[config.mk]
export PLATFORM = sky130hd
export DESIGN_NAME = submesh_first_fit_allocator
export DESIGN_NICKNAME = d
export VERILOG_FILES = /design/src/hw/rtl/sffa_pkg.sv /design/src/hw/rtl/sffa_ram.sv /design/src/hw/rtl/sffa_ctrl.sv /design/src/hw/rtl/sffa_dp.sv /design/src/hw/rtl/submesh_first_fit_allocator.sv
export SDC_FILE = /design/constraint.sdc
export NUM_CORES = 1
export LEC_CHECK = 0
export BUFFER_PORTS_ARGS = -buffer_cell sky130_fd_sc_hd__buf_2
export CELL_PAD_IN_SITES_DETAIL_PLACEMENT = 0
export CELL_PAD_IN_SITES_GLOBAL_PLACEMENT = 1
export CORE_MARGIN = 2
export CORE_UTILIZATION = 30
export CTS_BUF_LIST = sky130_fd_sc_hd__clkbuf_8
export DETAILED_ROUTE_END_ITERATION = 6
export GPL_TIMING_DRIVEN = 1
export PLACE_DENSITY_LB_ADDON = 0.1
export RECOVER_POWER = 100
export SETUP_SLACK_MARGIN = 0.5
export SLEW_MARGIN = 20
export SYNTH_ARGS = -nofsm -noshare
export SYNTH_HDL_FRONTEND = slang
export SYNTH_SLANG_ARGS = --single-unit
[constraint.sdc]
create_clock -name clk -period 8.81 [get_ports clk]
set_input_delay 0.4405 -clock clk [delete_from_list [all_inputs] [get_ports clk]]
set_output_delay 0.4405 -clock clk [all_outputs]
set_load 0.1 [all_outputs]
[src/hw/rtl/sffa_pkg.sv]
// Shared types and constants for the submesh first-fit allocator.
`timescale 1ns / 1ps

package sffa_pkg;

  localparam int unsigned MAX_GRID_X_DEFAULT = 16;
  localparam int unsigned MAX_GRID_Y_DEFAULT = 16;

  localparam int unsigned GRID_DIM_W = 5;
  localparam int unsigned REQ_DIM_W  = 5;
  localparam int unsigned COORD_W    = 8;
  localparam int unsigned CFG_IDX_W  = 8;
  localparam int unsigned CFG_DATA_W = 8;
  localparam int unsigned IN_DATA_W  = 32;
  localparam int unsigned OUT_DATA_W = 16;

  localparam logic [GRID_DIM_W-1:0] GRID_DIM_X_RESET = 5'd16;
  localparam logic [GRID_DIM_W-1:0] GRID_DIM_Y_RESET = 5'd16;

  localparam logic [CFG_IDX_W-1:0] REG_GRID_DIM_X    = 8'd0;
  localparam logic [CFG_IDX_W-1:0] REG_GRID_DIM_Y    = 8'd1;
  localparam logic [CFG_IDX_W-1:0] REG_GRID_ORIGIN_X = 8'd2;
  localparam logic [CFG_IDX_W-1:0] REG_GRID_ORIGIN_Y = 8'd3;

  localparam logic MODE_RELEASE = 1'b1;

  typedef enum logic [1:0] {
    ST_OK      = 2'd0,
    ST_TOO_BIG = 2'd1,
    ST_NO_FIT  = 2'd2
  } status_t;

  typedef enum logic [2:0] {
    S_IDLE,
    S_CHECK,
    S_ACC_RD,
    S_ACC_WAIT,
    S_SCAN,
    S_MK_RD,
    S_MK_WR,
    S_DONE
  } state_t;

  typedef struct packed {
    logic    idle;
    logic    load_req;
    logic    acc_start;
    logic    rd;
    logic    acc_upd;
    logic    ox_inc;
    logic    oy_inc;
    logic    mark_start;
    logic    wr;
    logic    res_load;
    status_t code;
  } cmd_t;

  typedef struct packed {
    logic is_release;
    logic too_big;
    logic zero_size;
    logic last_acc;
    logic win_free;
    logic ox_fits;
    logic ox_next_fits;
    logic oy_next_fits;
    logic last_mark;
    logic out_free;
  } stat_t;

endpackage

[src/hw/rtl/sffa_ram.sv]
// Generic single-write, single-read RAM with registered read data.
`timescale 1ns / 1ps

module sffa_ram #(
  parameter int unsigned WIDTH = 16,
  parameter int unsigned DEPTH = 16
) (
  input  logic                     clk,
  input  logic                     we,
  input  logic [$clog2(DEPTH)-1:0] waddr,
  input  logic [WIDTH-1:0]         wdata,
  input  logic                     re,
  input  logic [$clog2(DEPTH)-1:0] raddr,
  output logic [WIDTH-1:0]         rdata
);

  logic [WIDTH-1:0] mem [DEPTH];

  always_ff @(posedge clk) begin
    if (we) begin
      mem[waddr] <= wdata;
    end
    if (re) begin
      rdata <= mem[raddr];
    end
  end

endmodule

[src/hw/rtl/sffa_ctrl.sv]
// Sequencing state machine for allocate scans and release sweeps.
`timescale 1ns / 1ps

module sffa_ctrl (
  input  logic           clk,
  input  logic           rst,
  input  logic           in_valid,
  input  sffa_pkg::stat_t stat,
  output sffa_pkg::cmd_t  cmd
);

  import sffa_pkg::*;

  state_t  state;
  state_t  state_next;
  status_t code;
  status_t code_next;

  always_ff @(posedge clk) begin
    if (rst) begin
      state <= S_IDLE;
      code  <= ST_OK;
    end else begin
      state <= state_next;
      code  <= code_next;
    end
  end

  always_comb begin
    state_next = state;
    code_next  = code;
    case (state)
      S_IDLE: begin
        if (in_valid) begin
          state_next = S_CHECK;
        end
      end
      S_CHECK: begin
        if (stat.is_release) begin
          state_next = S_MK_RD;
        end else if (stat.too_big) begin
          state_next = S_DONE;
          code_next  = ST_TOO_BIG;
        end else if (stat.zero_size) begin
          state_next = S_DONE;
          code_next  = ST_OK;
        end else begin
          state_next = S_ACC_RD;
        end
      end
      S_ACC_RD: state_next = S_ACC_WAIT;
      S_ACC_WAIT: begin
        state_next = stat.last_acc ? S_SCAN : S_ACC_RD;
      end
      S_SCAN: begin
        if (stat.win_free) begin
          state_next = S_MK_RD;
        end else if (stat.ox_next_fits) begin
          state_next = S_SCAN;
        end else if (stat.oy_next_fits) begin
          state_next = S_ACC_RD;
        end else begin
          state_next = S_DONE;
          code_next  = ST_NO_FIT;
        end
      end
      S_MK_RD: state_next = S_MK_WR;
      S_MK_WR: begin
        if (stat.last_mark) begin
          state_next = S_DONE;
          code_next  = ST_OK;
        end else begin
          state_next = S_MK_RD;
        end
      end
      S_DONE: begin
        if (stat.out_free) begin
          state_next = S_IDLE;
        end
      end
      default: state_next = S_IDLE;
    endcase
  end

  always_comb begin
    cmd      = '0;
    cmd.code = code;
    case (state)
      S_IDLE: begin
        cmd.idle     = 1'b1;
        cmd.load_req = in_valid;
      end
      S_CHECK: begin
        cmd.mark_start = stat.is_release;
        cmd.acc_start  = !stat.is_release && !stat.too_big && !stat.zero_size;
      end
      S_ACC_RD:   cmd.rd = 1'b1;
      S_ACC_WAIT: cmd.acc_upd = 1'b1;
      S_SCAN: begin
        if (stat.win_free) begin
          cmd.mark_start = 1'b1;
        end else if (stat.ox_next_fits) begin
          cmd.ox_inc = 1'b1;
        end else if (stat.oy_next_fits) begin
          cmd.oy_inc = 1'b1;
        end
      end
      S_MK_RD: cmd.rd = 1'b1;
      S_MK_WR: cmd.wr = 1'b1;
      S_DONE:  cmd.res_load = stat.out_free;
      default: cmd = '0;
    endcase
  end

endmodule

[src/hw/rtl/sffa_dp.sv]
// Datapath: grid registers, free map rows, window scan counters and result register.
`timescale 1ns / 1ps

module sffa_dp #(
  parameter int unsigned MAX_GRID_X = sffa_pkg::MAX_GRID_X_DEFAULT,
  parameter int unsigned MAX_GRID_Y = sffa_pkg::MAX_GRID_Y_DEFAULT
) (
  input  logic                                clk,
  input  logic                                rst,
  input  logic                                cfg_we,
  input  logic [sffa_pkg::CFG_IDX_W-1:0]      cfg_index,
  input  logic [sffa_pkg::CFG_DATA_W-1:0]     cfg_data,
  input  logic                                in_user,
  input  logic [sffa_pkg::IN_DATA_W-1:0]      in_data,
  input  sffa_pkg::cmd_t                      cmd,
  output sffa_pkg::stat_t                     stat,
  output logic                                out_valid,
  input  logic                                out_ready,
  output logic [1:0]                          out_user,
  output logic [sffa_pkg::OUT_DATA_W-1:0]     out_data
);

  import sffa_pkg::*;

  localparam int unsigned MAX_DIM = (MAX_GRID_X > MAX_GRID_Y) ? MAX_GRID_X : MAX_GRID_Y;
  localparam int unsigned NW      = $clog2(MAX_DIM + (2 ** REQ_DIM_W) + 1);
  localparam int unsigned AW      = $clog2(MAX_GRID_Y);
  localparam int unsigned PW      = COORD_W + 2;

  logic [GRID_DIM_W-1:0] grid_dim_x;
  logic [GRID_DIM_W-1:0] grid_dim_y;
  logic [COORD_W-1:0]    grid_origin_x;
  logic [COORD_W-1:0]    grid_origin_y;

  logic                  mode;
  logic [REQ_DIM_W-1:0]  req_dim_x;
  logic [REQ_DIM_W-1:0]  req_dim_y;
  logic [COORD_W-1:0]    release_origin_x;
  logic [COORD_W-1:0]    release_origin_y;

  logic [NW-1:0]         ox;
  logic [NW-1:0]         oy;
  logic [NW-1:0]         row;
  logic [MAX_GRID_X-1:0] acc;
  logic [MAX_GRID_Y-1:0] row_valid;
  logic                  rd_valid;
  logic [MAX_GRID_X-1:0] ram_q;
  logic [MAX_GRID_X-1:0] row_eff;
  logic [MAX_GRID_X-1:0] alloc_mask;
  logic [MAX_GRID_X-1:0] rel_mask;
  logic [MAX_GRID_X-1:0] row_wdata;
  logic                  row_in;
  logic [NW-1:0]         gw;
  logic [NW-1:0]         gh;
  logic [NW-1:0]         rw;
  logic [NW-1:0]         rh;
  status_t               out_status;
  logic [COORD_W-1:0]    out_x;
  logic [COORD_W-1:0]    out_y;

  always_comb begin
    if (grid_dim_x == '0) begin
      gw = NW'(1);
    end else if (NW'(grid_dim_x) > NW'(MAX_GRID_X)) begin
      gw = NW'(MAX_GRID_X);
    end else begin
      gw = NW'(grid_dim_x);
    end
    if (grid_dim_y == '0) begin
      gh = NW'(1);
    end else if (NW'(grid_dim_y) > NW'(MAX_GRID_Y)) begin
      gh = NW'(MAX_GRID_Y);
    end else begin
      gh = NW'(grid_dim_y);
    end
  end

  assign rw = NW'(req_dim_x);
  assign rh = NW'(req_dim_y);

  // Rows never written since the last grid change read as all free.
  assign row_eff = rd_valid ? ram_q : '1;

  always_comb begin
    for (int c = 0; c < MAX_GRID_X; c++) begin
      alloc_mask[c] = (NW'(c) >= ox) && (NW'(c) < ox + rw);
      rel_mask[c]   = (NW'(c) < gw)
                   && (PW'(grid_origin_x) + PW'(c) >= PW'(release_origin_x))
                   && (PW'(grid_origin_x) + PW'(c) < PW'(release_origin_x) + PW'(req_dim_x));
    end
  end

  assign row_in = (PW'(grid_origin_y) + PW'(row) >= PW'(release_origin_y))
               && (PW'(grid_origin_y) + PW'(row) < PW'(release_origin_y) + PW'(req_dim_y));

  always_comb begin
    if (mode == MODE_RELEASE) begin
      row_wdata = row_in ? (row_eff | rel_mask) : row_eff;
    end else begin
      row_wdata = row_eff & ~alloc_mask;
    end
  end

  sffa_ram #(
    .WIDTH (MAX_GRID_X),
    .DEPTH (MAX_GRID_Y)
  ) u_map (
    .clk   (clk),
    .we    (cmd.wr),
    .waddr (row[AW-1:0]),
    .wdata (row_wdata),
    .re    (cmd.rd),
    .raddr (row[AW-1:0]),
    .rdata (ram_q)
  );

  always_comb begin
    stat.is_release   = (mode == MODE_RELEASE);
    stat.too_big      = (rw > gw) || (rh > gh);
    stat.zero_size    = (req_dim_x == '0) || (req_dim_y == '0);
    stat.last_acc     = (row + NW'(1)) == (oy + rh);
    stat.win_free     = (acc & alloc_mask) == alloc_mask;
    stat.ox_fits      = (ox + rw) <= gw;
    stat.ox_next_fits = (ox + NW'(1) + rw) <= gw;
    stat.oy_next_fits = (oy + NW'(1) + rh) <= gh;
    stat.last_mark    = (mode == MODE_RELEASE) ? ((row + NW'(1)) == gh)
                                               : ((row + NW'(1)) == (oy + rh));
    stat.out_free     = !out_valid || out_ready;
  end

  always_ff @(posedge clk) begin
    if (rst) begin
      grid_dim_x    <= GRID_DIM_X_RESET;
      grid_dim_y    <= GRID_DIM_Y_RESET;
      grid_origin_x <= '0;
      grid_origin_y <= '0;
      row_valid     <= '0;
      out_valid     <= 1'b0;
    end else begin
      if (cfg_we) begin
        case (cfg_index)
          REG_GRID_DIM_X: begin
            grid_dim_x <= cfg_data[GRID_DIM_W-1:0];
            row_valid  <= '0;
          end
          REG_GRID_DIM_Y: begin
            grid_dim_y <= cfg_data[GRID_DIM_W-1:0];
            row_valid  <= '0;
          end
          REG_GRID_ORIGIN_X: begin
            grid_origin_x <= cfg_data[COORD_W-1:0];
            row_valid     <= '0;
          end
          REG_GRID_ORIGIN_Y: begin
            grid_origin_y <= cfg_data[COORD_W-1:0];
            row_valid     <= '0;
          end
          default: ;
        endcase
      end else if (cmd.wr) begin
        row_valid[row[AW-1:0]] <= 1'b1;
      end
      if (cmd.res_load) begin
        out_valid <= 1'b1;
      end else if (out_ready) begin
        out_valid <= 1'b0;
      end
    end
  end

  always_ff @(posedge clk) begin
    if (cmd.load_req) begin
      mode             <= in_user;
      req_dim_x        <= in_data[4:0];
      req_dim_y        <= in_data[9:5];
      release_origin_x <= in_data[17:10];
      release_origin_y <= in_data[25:18];
      ox               <= '0;
      oy               <= '0;
    end
    if (cmd.acc_start) begin
      acc <= '1;
      row <= oy;
      ox  <= '0;
    end else if (cmd.oy_inc) begin
      acc <= '1;
      oy  <= oy + NW'(1);
      row <= oy + NW'(1);
      ox  <= '0;
    end else if (cmd.acc_upd) begin
      acc <= acc & row_eff;
      row <= row + NW'(1);
    end else if (cmd.ox_inc) begin
      ox <= ox + NW'(1);
    end else if (cmd.mark_start) begin
      row <= (mode == MODE_RELEASE) ? '0 : oy;
    end else if (cmd.wr) begin
      row <= row + NW'(1);
    end
    if (cmd.rd) begin
      rd_valid <= row_valid[row[AW-1:0]];
    end
    if (cmd.res_load) begin
      out_status <= cmd.code;
      if (cmd.code == ST_OK && mode != MODE_RELEASE) begin
        out_x <= grid_origin_x + COORD_W'(ox);
        out_y <= grid_origin_y + COORD_W'(oy);
      end else begin
        out_x <= '0;
        out_y <= '0;
      end
    end
  end

  assign out_user = out_status;
  assign out_data = {out_y, out_x};

endmodule

[src/hw/rtl/submesh_first_fit_allocator.sv]
// Top level of the submesh first-fit allocator.
`timescale 1ns / 1ps

// Channel  Direction  Handshake              Payload
// s_axis   in         tvalid / tready        tuser: mode; tdata: dims and release origin
// m_axis   out        tvalid / tready        tuser: status; tdata: group origin
// cfg      in         cfg_valid / cfg_ready  cfg_index, cfg_data
//
// A release reads and then writes every grid row in turn. Error and zero-size requests
// go straight to the result. An allocate, for each candidate row, combines the window's
// rows through the registered read and then tries the columns in turn, and on a hit
// reads and writes each row of the window to mark it.
// Reset is immediate: per-row valid bits make unwritten rows read as free.
// An untaken result waits in an output register; the next word then runs and holds input.

module submesh_first_fit_allocator #(
  parameter int unsigned MAX_GRID_X = sffa_pkg::MAX_GRID_X_DEFAULT,
  parameter int unsigned MAX_GRID_Y = sffa_pkg::MAX_GRID_Y_DEFAULT
) (
  input  logic                             clk,
  input  logic                             rst,
  input  logic                             s_axis_tvalid,
  output logic                             s_axis_tready,
  // req_dim_x, req_dim_y, release_origin_x, release_origin_y, zero pad
  input  logic [sffa_pkg::IN_DATA_W-1:0]   s_axis_tdata,
  // mode
  input  logic                             s_axis_tuser,
  output logic                             m_axis_tvalid,
  input  logic                             m_axis_tready,
  // group_origin_x, group_origin_y
  output logic [sffa_pkg::OUT_DATA_W-1:0]  m_axis_tdata,
  // status
  output logic [1:0]                       m_axis_tuser,
  input  logic                             cfg_valid,
  output logic                             cfg_ready,
  input  logic [sffa_pkg::CFG_IDX_W-1:0]   cfg_index,
  input  logic [sffa_pkg::CFG_DATA_W-1:0]  cfg_data
);

  import sffa_pkg::*;

  cmd_t  cmd;
  stat_t stat;

  assign s_axis_tready = cmd.idle;
  assign cfg_ready     = cmd.idle;

  sffa_ctrl u_ctrl (
    .clk      (clk),
    .rst      (rst),
    .in_valid (s_axis_tvalid),
    .stat     (stat),
    .cmd      (cmd)
  );

  sffa_dp #(
    .MAX_GRID_X (MAX_GRID_X),
    .MAX_GRID_Y (MAX_GRID_Y)
  ) u_dp (
    .clk       (clk),
    .rst       (rst),
    .cfg_we    (cfg_valid && cfg_ready),
    .cfg_index (cfg_index),
    .cfg_data  (cfg_data),
    .in_user   (s_axis_tuser),
    .in_data   (s_axis_tdata),
    .cmd       (cmd),
    .stat      (stat),
    .out_valid (m_axis_tvalid),
    .out_ready (m_axis_tready),
    .out_user  (m_axis_tuser),
    .out_data  (m_axis_tdata)
  );

  a_res_slot_free: assert property (@(posedge clk) disable iff (rst)
    cmd.res_load |-> (!m_axis_tvalid || m_axis_tready))
    else $error("result loaded over an untaken word");

  a_window_inside: assert property (@(posedge clk) disable iff (rst)
    (cmd.mark_start && !stat.is_release) |-> (stat.ox_fits && stat.win_free))
    else $error("allocated window not inside grid or not free");

  a_fail_origin_zero: assert property (@(posedge clk) disable iff (rst)
    (m_axis_tvalid && m_axis_tuser != ST_OK) |-> (m_axis_tdata == '0))
    else $error("nonzero origin on a failed request");

  a_busy_after_accept: assert property (@(posedge clk) disable iff (rst)
    cmd.load_req |=> !s_axis_tready)
    else $error("input accepted again while a request is in progress");

endmodule

==> metrics.md <==
| Metric | Value |
|---|---|
| IO Pins | 75 |
| Ys async rst share | 0% |
| Root buf cell | clkbuf_8 |
| Peak supply drop | 0.1340 mV |
| RSZ-0062 raised after global routing | false |
| Most frequent cell after synthesis | edfxtp_1 |
| Post-synth EDFFs | about 320 |
| Combinational power share | 44.5% |
| Status | finished with violations |
| DRC viols | 0 |
| Cell area after synthesis | around 24000 um2 |
| Post-Route Setup TNS | 0 ns |
| WS Path Type | flop to flop |
| Detailed-route wire length | 75200 um |
| Failing checks | max-capacitance violations, max-slew violations |
| Top_reg_cell synth | edfxtp_1 |
| Finish-stage setup viols | 0 |
| Vias in the first global route | 16810 |
| Reg2reg start | u_dp.row[0]$_DFFE_PP_ |
| Clk_skew | roughly 0.052 ns |
| Routed length per instance | 22.86 um |
| Pin count of the biggest net entering global routing | 51 |
| Pleak | approximately 11 nW |
| CTS tree | yes |
| Final Core Density | 34.34% |
| Post-cts resize count | 0 |
| First-pass iteration count of the detailed router | 5 |
| Synth Register Bits | 400 |
| Switch share | 39.65% |
| Power Total | 0.007603 W |
| Die footprint | 83420 um2 |
| Layout Cells excl Fill | 3290 |
| Top cell type's share of synthesized area | about two fifths |
| Nets | 2540 |
| CTS Buffer Depth | 3 |
| Power per Cell Area | approximately 280 nW/um2 |
| DR vias | between 15000 and 20000 |
| Relative slew slack | -69.74% |
| Clock power frac | 21.5% |
| GRT Residual Overflow | 0 |
| CP arrival | 6.47 ns |
| Die X | roughly 290 um |
| WHS | around 0.086 ns |
| Vias per cell | about 5.0 |
| Ranking of synthesized cells by area | edfxtp_1 40%, ha_1 16%, mux4_2 7.9% |
| Synthesis Warnings | 0 |
| Port Buffers | 68 |
| Syn Area/Cell | 12.03 um2 |
| Die Span Y | ~290 um |
| Htree depth | 3 |
| Data required, critical path | 8.97 ns |
| Global-route wire length before repair | 111000 um |
| Net count after synthesis | 2392 |
| Worst-skew pair later-pin latency | around 0.67 ns |
| Fillers | a little over 8000 |
| Row count | around 100 |
| GRT Overall Usage | 18.09% |
| Maxcap violations | 15 |
| Final GP Congestion | 0.8140 |
| Clock transition at path regs | roughly 0.060 ns |
| Period utilization | about 72% |
| Crit path capture | u_dp.u_map.mem[10][4]$_DFFE_PP_ |
| Synth-to-layout area growth | 13.46% |
| Seq/Total Area, Yosys | roughly 46% |
| Critical Path Source Type | flop |
| R2R Setup Slk | between 2 and 3 ns |
| Min-delay worst type | primary input to flop |
| Final Hold Vio Count | 0 |
| R2r worst-path depth | 14 |
| Placed wire-length estimate | 52170 um |
| Reg power frac | 34.1% |
| Initial Utilization | 30.27% |
| R2r endpoint | u_dp.u_map.mem[10][4]$_DFFE_PP_ |
| Max-slew violations | 266 |
| Inst Count DP | 3130 |
| Clock buffer count from CTS | about 70 |
| Minimum clock period after layout | between 6 and 7 ns |
| Setup crit start | u_dp.row[0]$_DFFE_PP_ |
| CTS sink cnt | 400 |
| FMAX | ~0.16 GHz |
| Crit end category | flop |
| Syn Inst Count | 2023 |
| Psw | roughly 0.003 W |
| Worst Tran Pin Value | 2.546 ns |
| Core box area | 80420 um2 |
| Post-synth top cells | 324 x edfxtp_1, 306 x ha_1, 143 x nor2_1 |
| Fraction of layout cells with a size suffix above 1 | around 12% |
| Netlist cell types | between 70 and 80 |
| Critical path peak fanout | 33 |
| Synth area leader | edfxtp_1 |
| Pint | approximately 0.0046 W |
| Initial antenna violation count | 6 |
| First DRT Iteration DRCs | 936 |
| ANT nets after route | 0 |
-- flip-flops by register name, summed over array words and instances, names as in the netlist, 2 cells and up --
name                   count
u_dp.out_y                 8
u_dp.out_x                 8
u_dp.req_dim_x             5
u_ctrl.code                2
u_dp.grid_dim_y            5
u_dp.acc                  16
u_dp.release_origin_y      8
u_ctrl.state               3
u_dp.row                   6
u_dp.ox                    6
u_dp.u_map.rdata          16
u_dp.grid_origin_y         8
u_dp.release_origin_x      8
u_dp.grid_origin_x         8
u_dp.req_dim_y             5
u_dp.grid_dim_x            5
u_dp.oy                    6
u_dp.out_user              2
u_dp.row_valid            16
u_dp.u_map.mem           256
-- worst min-delay path by stage --
stage | startpoint | to | cells after the start
finish | s_axis_tvalid | u_ctrl.state[0]$_SDFFE_PP0P_ | 3
global route | s_axis_tvalid | u_ctrl.state[0]$_SDFFE_PP0P_ | 3
CTS | s_axis_tvalid | u_ctrl.state[0]$_SDFFE_PP0P_ | 3
detailed placement | u_dp.acc[1]$_SDFFE_PP1P_ | u_dp.acc[1]$_SDFFE_PP1P_ | 2
global placement | u_dp.row_valid[13]$_SDFFE_PP0P_ | u_dp.row_valid[13]$_SDFFE_PP0P_ | 2
floorplan | u_ctrl.code[1]$_SDFFE_PP0P_ | u_dp.out_user[1]$_DFFE_PP_ | 0
-- placed cells by master, fill, tap and decap left out, types with 24 or more instances in the layout --
master and instances:
nor3_1 26, nand2b_1 38, a211oi_1 25, mux2i_1 26
mux4_2 85, buf_4 24, nand2_1 125, clkbuf_8 74
buf_2 45, xnor2_1 82, a21o_1 103, inv_1 112
clkbuf_1 50, dfxtp_1 76, xor2_1 47, dlygate4sd3_1 27
a21oi_1 124, o21ai_0 80, nor2_1 137, edfxtp_1 324
ha_1 306, nand3_1 30, nor2b_1 41
-- per-stage QoR --
step	area (um2)	setup WS (ns)
6_report	27610	2.507
5_1_grt	27610	1.959
2_1_floorplan	24340	4.353
4_1_cts	27800	2.873
3_3_place_gp	26190	3.013
3_5_place_dp	26200	2.912
-- cell type report --
cell class                 count  area, um2  share of cell area (%)
sequential                   400      11250                   40.74
timing repair buffer         146      863.3                   3.126
clock buffer                  74       1018                   3.688
multi-input combinational   1465      12510                   45.30
tap                         1060       1326                   4.803
inverter                      86      322.8                   1.169
clock inverter                56      316.6                   1.146
antenna                        3      7.507                 0.02719
-- logic make-up (layout without fill, tap and decap cells) --
kind of cell	after synthesis	after routing	synth area share (%)
fa+ha+maj	315	315	16.47
compound gates	447	447	12.14
flops	400	400	46.23
other cells	0	3	0
buf+inv	158	362	2.565
xor+xnor	130	130	4.678
mux	113	113	9.027
simple gates	460	460	8.894
-- metal layers --
layer  track usage (%)  vias to the layer above  part of all wire [%]
met5                 0                        -                 0.063
met4             4.201                        8                   1.6
met3             2.677                      100                   3.4
met2             30.03                      282                    47
met1             24.90                     8268                    47
li1                  -                     7929                     -
-- power by group through the flow --
stage / clock network [W] / registers (W) / logic [W]
finish: 0.00163 / 0.00259 / 0.00338
global route: 0.00178 / 0.00261 / 0.00378
CTS: 0.00170 / 0.00258 / 0.00347
detailed placement: 0 / 0.00262 / 0.00345
global placement: 0 / 0.00262 / 0.00339
floorplan: 0 / 0.00255 / 0.00238
-- worst max-delay path: stages (launching register included) --
cell	delay (ns)
edfxtp_1	0.36
buf_4	0.34
ha_1	0.33
fa_1	0.40
a21oi_1	0.17
nor2_1	0.05
nor2_1	0.17
o21bai_1	0.09
a21oi_1	0.31
xnor2_1	0.16
ha_1	0.29
a211oi_1	0.06
nor3_1	0.66
nand3_1	0.74
o31ai_1	1.67
-- timing repair --
| item | CTS | global route |
|---|---|---|
| hold endpoints to repair | 27 | 0 |
| buffers inserted | 0 | 0 |
| hold buffers | 27 | 0 |
Power figures use the tool's default switching activity.
